===== src/rtl/abm4_pkg.sv =====
// ----------------------------------------------------------------------------
// abm4_pkg
// Shared types, constants and fixed-point helpers of the ABM4 ODE stepper.
// ----------------------------------------------------------------------------
package abm4_pkg;

    localparam int MAX_STEPS  = 1024;
    localparam int FRAC_BITS  = 16;

    localparam int DATA_W     = 32;
    localparam int DT_W       = 17;
    localparam int CNT_W      = 11;
    localparam int TOL_W      = 32;
    localparam int LIM_W      = 8;
    localparam int CFG_IDX_W  = 3;
    localparam int CFG_DATA_W = 32;

    localparam int SUM_W      = 42;
    localparam int HALF_W     = SUM_W / 2;
    localparam int PP_W       = DT_W + HALF_W;
    localparam int PROD_W     = DT_W + SUM_W;
    localparam int QUO_W      = PROD_W - FRAC_BITS + 1;
    localparam int DIV_DIGITS = 4;
    localparam int DIV_STEPS  = (QUO_W + DIV_DIGITS - 1) / DIV_DIGITS;
    localparam int QPAD_W     = DIV_STEPS * DIV_DIGITS;
    localparam int DIV_CNT_W  = $clog2(DIV_STEPS);
    localparam int Y_W        = QUO_W + 1;
    localparam int SAT_W      = Y_W + 3;

    typedef logic signed [DATA_W-1:0] t_fx;

    localparam logic [CFG_IDX_W-1:0] CFG_INIT_S = 3'd0;
    localparam logic [CFG_IDX_W-1:0] CFG_INIT_T = 3'd1;
    localparam logic [CFG_IDX_W-1:0] CFG_DT     = 3'd2;
    localparam logic [CFG_IDX_W-1:0] CFG_COUNT  = 3'd3;
    localparam logic [CFG_IDX_W-1:0] CFG_TOL    = 3'd4;
    localparam logic [CFG_IDX_W-1:0] CFG_LIMIT  = 3'd5;

    localparam logic [DATA_W-1:0] RST_INIT_S = 32'd65536;
    localparam logic [DATA_W-1:0] RST_INIT_T = 32'd0;
    localparam logic [DT_W-1:0]   RST_DT     = 17'd6554;
    localparam logic [CNT_W-1:0]  RST_COUNT  = 11'd20;
    localparam logic [TOL_W-1:0]  RST_TOL    = 32'd1;
    localparam logic [LIM_W-1:0]  RST_LIMIT  = 8'd50;

    localparam logic [CNT_W-1:0] STARTUP_STEPS = 11'd3;

    typedef enum logic [1:0] {
        DIV_1,
        DIV_2,
        DIV_6,
        DIV_24
    } t_div;

    typedef enum logic [3:0] {
        CMD_NONE,
        CMD_RESTART,
        CMD_F1,
        CMD_F2,
        CMD_F3,
        CMD_F4,
        CMD_RKEND,
        CMD_AB,
        CMD_CORR,
        CMD_TMUL,
        CMD_TCMP,
        CMD_FIN,
        CMD_EMIT
    } t_cmd;

    typedef struct packed {
        logic scale_done;
        logic conv_now;
        logic limit_hit;
        logic running;
        logic at_final;
        logic early;
    } t_status;

    typedef struct packed {
        logic [CNT_W-1:0] step_index;
        t_fx              time_value;
        t_fx              solution_value;
        logic             from_startup;
        logic [LIM_W-1:0] iterations_used;
        logic             converged;
        logic             done_res;
    } t_rsp;

    function automatic t_fx sat_fx(input logic signed [SAT_W-1:0] x);
        t_fx r;
        if (&x[SAT_W-1:DATA_W-1] || ~|x[SAT_W-1:DATA_W-1]) begin
            r = x[DATA_W-1:0];
        end else if (x[SAT_W-1]) begin
            r = {1'b1, {(DATA_W-1){1'b0}}};
        end else begin
            r = {1'b0, {(DATA_W-1){1'b1}}};
        end
        return r;
    endfunction

    // F(s,t) = -s + t + 1
    function automatic t_fx deriv_fx(input t_fx s, input t_fx t);
        logic signed [SAT_W-1:0] w;
        w = SAT_W'(t) - SAT_W'(s) + (SAT_W'(1) <<< FRAC_BITS);
        return sat_fx(w);
    endfunction

endpackage


===== src/rtl/abm4_ctrl.sv =====
// ----------------------------------------------------------------------------
// abm4_ctrl
// Step sequencer: restart, RK4 startup, predictor and corrector loop, output.
// ----------------------------------------------------------------------------
module abm4_ctrl (
    input  logic              i_clk,
    input  logic              i_rst_n,
    input  logic              i_req_valid,
    input  logic              i_req_restart,
    output logic              o_req_ready,
    output logic              o_rsp_valid,
    input  logic              i_rsp_ready,
    input  abm4_pkg::t_status i_status,
    output abm4_pkg::t_cmd    o_cmd
);

    typedef enum logic [12:0] {
        ST_IDLE  = 13'b0000000000001,
        ST_F1    = 13'b0000000000010,
        ST_F2    = 13'b0000000000100,
        ST_F3    = 13'b0000000001000,
        ST_F4    = 13'b0000000010000,
        ST_RKEND = 13'b0000000100000,
        ST_AB    = 13'b0000001000000,
        ST_CORR  = 13'b0000010000000,
        ST_TMUL  = 13'b0000100000000,
        ST_TCMP  = 13'b0001000000000,
        ST_FIN   = 13'b0010000000000,
        ST_EMIT  = 13'b0100000000000,
        ST_WAIT  = 13'b1000000000000
    } t_state;

    t_state r_state, n_state;
    t_state r_after, n_after;
    logic   r_ovalid, n_ovalid;
    logic   accept;

    assign o_req_ready = (r_state == ST_IDLE);
    assign accept      = i_req_valid && o_req_ready;
    assign o_rsp_valid = r_ovalid;

    always_comb begin
        n_state  = r_state;
        n_after  = r_after;
        n_ovalid = r_ovalid && !i_rsp_ready;
        o_cmd    = abm4_pkg::CMD_NONE;
        unique case (r_state)
            ST_IDLE: begin
                if (accept) begin
                    if (i_req_restart) begin
                        o_cmd   = abm4_pkg::CMD_RESTART;
                        n_state = ST_EMIT;
                    end else if (!i_status.running || i_status.at_final) begin
                        n_state = ST_EMIT;
                    end else if (i_status.early) begin
                        n_state = ST_F1;
                    end else begin
                        n_state = ST_AB;
                    end
                end
            end
            ST_F1: begin
                o_cmd = abm4_pkg::CMD_F1; n_state = ST_WAIT; n_after = ST_F2;
            end
            ST_F2: begin
                o_cmd = abm4_pkg::CMD_F2; n_state = ST_WAIT; n_after = ST_F3;
            end
            ST_F3: begin
                o_cmd = abm4_pkg::CMD_F3; n_state = ST_WAIT; n_after = ST_F4;
            end
            ST_F4: begin
                o_cmd = abm4_pkg::CMD_F4; n_state = ST_WAIT; n_after = ST_RKEND;
            end
            ST_RKEND: begin
                o_cmd = abm4_pkg::CMD_RKEND; n_state = ST_FIN;
            end
            ST_AB: begin
                o_cmd = abm4_pkg::CMD_AB; n_state = ST_WAIT; n_after = ST_CORR;
            end
            ST_CORR: begin
                o_cmd = abm4_pkg::CMD_CORR; n_state = ST_WAIT; n_after = ST_TMUL;
            end
            ST_TMUL: begin
                o_cmd = abm4_pkg::CMD_TMUL; n_state = ST_TCMP;
            end
            ST_TCMP: begin
                o_cmd   = abm4_pkg::CMD_TCMP;
                n_state = (i_status.conv_now || i_status.limit_hit) ? ST_FIN : ST_CORR;
            end
            ST_FIN: begin
                o_cmd = abm4_pkg::CMD_FIN; n_state = ST_EMIT;
            end
            ST_EMIT: begin
                if (!r_ovalid || i_rsp_ready) begin
                    o_cmd    = abm4_pkg::CMD_EMIT;
                    n_ovalid = 1'b1;
                    n_state  = ST_IDLE;
                end
            end
            ST_WAIT: begin
                if (i_status.scale_done) n_state = r_after;
            end
            default: n_state = ST_IDLE;
        endcase
    end

    always_ff @(posedge i_clk) begin
        if (!i_rst_n) begin
            r_state  <= ST_IDLE;
            r_after  <= ST_IDLE;
            r_ovalid <= 1'b0;
        end else begin
            r_state  <= n_state;
            r_after  <= n_after;
            r_ovalid <= n_ovalid;
        end
    end

endmodule


===== config.mk =====
export PLATFORM = sky130hd
export DESIGN_NAME = abm4_ctrl
export DESIGN_NICKNAME = d
export VERILOG_FILES = /design/src/rtl/abm4_pkg.sv /design/src/rtl/abm4_ctrl.sv
export SDC_FILE = /design/constraint.sdc
export NUM_CORES = 1
export LEC_CHECK = 0
export ABC_AREA = 0
export ABC_CLOCK_PERIOD_IN_PS = 3200
export BUFFER_PORTS_ARGS = -buffer_cell sky130_fd_sc_hd__buf_2
export CORE_ASPECT_RATIO = 1.5
export CORE_MARGIN = 2
export CORE_UTILIZATION = 60
export DETAILED_ROUTE_END_ITERATION = 8
export PLACE_DENSITY = 0.82
export SYNTH_ARGS = -nofsm -noshare
export SYNTH_HDL_FRONTEND = slang
export SYNTH_SLANG_ARGS = --single-unit

===== constraint.sdc =====
create_clock -name i_clk -period 3.2 [get_ports i_clk]
set_clock_uncertainty 0.1 [all_clocks]
set_input_delay 0.32 -clock i_clk [delete_from_list [all_inputs] [get_ports i_clk]]
set_output_delay 0.32 -clock i_clk [all_outputs]
set_load 0.005 [all_outputs]

# --- Word level (Yosys, flattened, before mapping) ---
# Index checks and enable logic that the tools add are counted.
op_classes:
  add_sub_neg: 0
  mul: 0
  n_div: 0
  n_lt_le_gt_ge: 0
  n_eq_ne: 16
  shift: 0
  mux: 15
  bitwise: 0
  reduce_logical: 11
ops:
  columns: ["op", "count"]
  rows:
  - ["$pmux W13 S8", 1]
  - ["$pmux W13 S6", 1]
  - ["$pmux W4 S12", 1]
  - ["$mux W13", 3]
  - ["$mux W12", 2]
  - ["$eq A13 B1 Y1 const B", 1]
  - ["$eq A13 B10 Y1 const B", 1]
  - ["$eq A13 B11 Y1 const B", 1]
  - ["$eq A13 B12 Y1 const B", 1]
  - ["$eq A13 B13 Y1 const B", 1]
  - ["$eq A13 B2 Y1 const B", 1]
  - ["$eq A13 B3 Y1 const B", 1]
  - ["$eq A13 B4 Y1 const B", 1]
  - ["$eq A13 B5 Y1 const B", 1]
  - ["$eq A13 B6 Y1 const B", 1]
  - ["$eq A13 B7 Y1 const B", 1]
  - ["$eq A13 B8 Y1 const B", 1]
  - ["$eq A13 B9 Y1 const B", 1]
  - ["$mux W11", 1]
  - ["$mux W7", 1]
  - ["$reduce_bool A6 Y1", 1]
  - ["$reduce_or A6 Y1", 1]
  - ["$mux W1", 4]
  - ["$mux W4", 1]
  - ["other kinds (6)", 12]
word_totals:
  reg_bits: 27
  latchBits: 0
  mem_bits_rw: 0
  romBits: 0
  output_inout_bits: 6
  word_cells: 45
  memories: 0

# --- Logic depth before layout (Yosys ltp) ---
logic_depth:
  ltp_word: 6
  ltp_mapped: 7
  ltp_nobuf: 5

# --- Worst setup path after synthesis ---
# OpenSTA, ideal clock, no wires.
synth_timing:
  path_kind: "reg-to-output"
  start: "reg r_state[1]"
  end: "out o_cmd[3]"
  arrival_ns: 1.833
  path_slack_ns: 0.947
  stages_incl_launch_ff: 6
  path_buffers: 1
  cell_sequence: "dfxtp_1 -> buf_6 -> or4_1 -> or4_4 -> nand2b_1 -> nand3_1"
synth_between:
  elab_chain_len: 2
  elab_cells_between_ends: 13
synth_lines:
  columns: ["element", "line", "text"]
  rows:
  - ["start, declared", "abm4_ctrl.sv:33", "t_state r_state, n_state;"]
  - ["start signal, assigned", "abm4_ctrl.sv:113", "r_state <= n_state;"]
  - ["$eq A13 B12 Y1, or another cell as far along", "abm4_ctrl.sv:47", "unique case (r_state)"]
  - ["$pmux W4 S12 *", "abm4_ctrl.sv:47", null]
  - ["end, declared", "abm4_ctrl.sv:14", "output abm4_pkg::t_cmd o_cmd"]
# Every way passes the cells marked *; elsewhere a longest branch is shown, timed or not.

# --- Final worst setup path ---
layout_timing:
  start: "reg r_state[8]"
  end: "out o_cmd[3]"
# The elaborated chain is that of the path after synthesis.

==> flow_metrics.py <==
metrics = {
    "worst_setup_path": {
        "worstSetupPathType": "flop to output port",
        "startpoint_type": "flop",
        "cp-end-kind": "output port",
        "crit_fanout": 11,
        "crit_start": "r_state[8]$_SDFFE_PN0P_",
        "cp.arrival_ns": 2.53,
        "ff2ff_path_depth": 5,
        "r2r_slack_ns": 0.89,
        "crit_end": "o_cmd[3]",
        "r2r-start": "r_state[4]$_SDFFE_PN0P_",
        "required_ns": 2.78,
        "rr_endpoint": "r_state[8]$_SDFFE_PN0P_",
    },
    "floorplanning": {
        "die_height_um": 62.3,
        "io_pins": 17,
        "die_area_mm2": 0.00267,
        "dieWidth_um": 42.8,
        "start_util": 0.622,
        "fp-row-count": 21,
        "core_area_mm2": 0.00218,
    },
    "power_and_ir_drop": {
        "power_mw": 0.534,
        "power_density_mw_per_mm2": 386,
        "p_leak_nw": 0.525,
        "ir_drop_mv": 0.322,
    },
    "synthesis": {
        "synth_warnings": 0,
        "synth_cell_types": 44,
        "synth_top_area_frac": 0.310,
        "synth-edff-count": 0,
        "synth_top_family_by_area": "simple AND/OR/NAND/NOR gates",
        "synth_top_area_cell": "dfxtp_1",
        "synth_xor_area_frac": 0.0516,
        "synth_nets": 172,
        "yosys-top-cells-area": "dfxtp_1 (31%), nor4_4 (6.3%), buf_6 (5.0%), nor2_1 (4.4%), or4_4 (3.3%)",
        "async_flop_share": 0,
        "avgSynthCellArea_um2": 8.43,
        "yosysSeqAreaShare": 0.310,
        "synthMuxAreaShare": 0,
        "synth_seq_cells": 21,
        "synthSimpleGateAreaFrac": 0.383,
        "netlist_area_mm2": 0.00136,
        "synth-adder-area-share": 0,
        "synthCells": 161,
        "netlist_top_cells_count": "dfxtp_1 (21), nor2_1 (16), nand2_1 (10)",
        "synth_compound_area_frac": 0.157,
        "yosys_most_used_dff": "dfxtp_1",
        "synth_most_common_cell": "dfxtp_1",
    },
    "placed_design": {
        "dpl_worst_slack_ns": 0.635,
        "io_buffers": 16,
        "dp_hpwl_um": 2430,
        "place_congestion": 0.948,
    },
    "layout": {
        "drive_above_1_share": 0.188,
        "multi_input_area_um2": 803,
        "seq_area_um2": 420,
        "syn_to_final_growth_pct": 1.84,
        "layout.nets": 177,
        "antenna_cells": 0,
        "fillCellCount": 192,
    },
    "clock_network": {
        "cts_buffers": 3,
        "clk_pin_slew_ns": 0.12,
        "cts-root-buf": "clkbuf_4",
        "clk_path_buf_depth": 2,
        "worst_skew_pair.late_latency_ns": 0.31,
        "hold_buffers": 0,
        "cts_resized": 0,
        "cts.htree.levels": 1,
        "postCtsSetupBuffers": 0,
        "cts_tree": "yes",
        "clock_sink_count": 21,
    },
    "timing": {
        "finalSetupTns_ns": 0,
        "setup_violations": 0,
        "slew_violations": 0,
        "period_share": 0.921,
        "maxSlewHeadroom": 0.702,
        "fin_crit_ns": 2.95,
        "worst_slack_ns": 0.254,
        "rsz0062_at_grt": "no",
        "worst_pin_slew_ns": 0.446,
        "fmax_mhz": 339,
        "hold_violations": 0,
    },
    "route": {
        "drc": 0,
        "vias_per_cell": 6.71,
        "wire_per_inst_um": 16.8,
        "drt_first_pass_iters": 4,
        "vias": 1261,
        "wl_um": 3160,
        "postRouteAntennaNets": 0,
        "drt_iter0_drc": 78,
    },
    "grt": {
        "grt_pass1_vias": 1182,
        "grt_util_met1": 0.305,
        "antenna_found_initial": 0,
        "overflow": 0,
        "grt_use_total": 0.248,
        "grt_max_degree": 13,
        "use_met2": 0.402,
        "grt_first_pass_wirelength_um": 5200,
        "busiest_layer": "met2",
        "grtUsageMet3": 0.0291,
    },
    "hold_path": {
        "hold_path_depth": 2,
        "hold_path_class": "input port to flop",
    },
    "outcome": {
        "outcome": "completed",
    },
    "flow_run": {
        "maxCapViolCount": 0,
    },
}
## sequential cells by signal, indices dropped and copies added, names as in the netlist
| name | cells |
|---|---|
| r_after | 7 |
| r_state | 13 |
| o_rsp_valid | 1 |
## per-stage QoR
stage          instance area [µm²]  utilization  hold WS [ns]  std cells
2_1_floorplan                 1360            -         0.299        161
3_3_place_gp                  1360        0.621         0.344        184
3_5_place_dp                  1360        0.621         0.353        184
4_1_cts                       1380        0.634        0.0686        188
5_1_grt                       1380        0.634        0.0703        188
6_report                      1380        0.634        0.0735        188
## cell type report
type / instances / share of cell area
clock inverters: 1 / 0.00362
multi-input cells: 118 / 0.581
clock buffers: 3 / 0.0163
inverters: 6 / 0.0163
well taps: 23 / 0.0208
repair buffers: 16 / 0.0579
flip-flops and latches: 21 / 0.304
## placed cells by master (no fill, tap or decap), types with 2 or more instances in the layout
cell type / netlist / layout
or3_1: 2 / 2
nand2b_1: 3 / 3
nor2b_1: 2 / 2
xor2_1: 3 / 3
o21a_1: 3 / 3
nor4_1: 4 / 4
buf_2: 5 / 16
xnor2_1: 5 / 5
clkbuf_4: 0 / 3
a21oi_1: 7 / 7
and2_1: 6 / 6
nor2_1: 16 / 16
nand4b_1: 2 / 2
nand4_1: 3 / 3
inv_1: 6 / 6
o211ai_1: 2 / 2
nand3_1: 8 / 8
dfxtp_1: 21 / 21
nor4_4: 4 / 4
nand2_1: 10 / 10
or4_1: 3 / 3
nor3_1: 7 / 7
o22ai_1: 2 / 2
or4_4: 4 / 4
a31oi_1: 3 / 3
o21ai_0: 3 / 3
## cells by family after synthesis
family	count (synthesis)
compound gates	30
buf+inv	22
simple gates	80
xor+xnor	8
flops	21
## worst min path at each step
stage                                  from                      end
global placement    r_after[0]$_SDFFE_PN1P_  r_after[0]$_SDFFE_PN1P_
finish                          i_status[0]  r_state[6]$_SDFFE_PN0P_
detailed placement  r_after[5]$_SDFFE_PN0P_  r_state[5]$_SDFFE_PN0P_
global route                    i_status[0]  r_state[6]$_SDFFE_PN0P_
CTS                             i_status[0]  r_state[6]$_SDFFE_PN0P_
floorplan                       i_status[0]  r_state[6]$_SDFFE_PN0P_
## worst max-delay path, stage by stage (launching register included)
cell,delay (ns)
dfxtp_1,0.40
or4_4,0.66
or4_4,0.47
nor4_4,0.20
nand3_1,0.21
nand3_1,0.15
buf_2,0.12
## layer usage
metal / part of all wire / vias up
met5: 0 / -
li1: - / 593
met3: 0.075 / 17
met1: 0.38 / 582
met2: 0.50 / 69
met4: 0.045 / 0
## where the power goes
group | switching [mW] | internal, mW
combinational | 0.0689 | 0.0525
clock | 0.0831 | 0.0467
sequential | 0.0138 | 0.269
(Power assumes the default switching activity.)
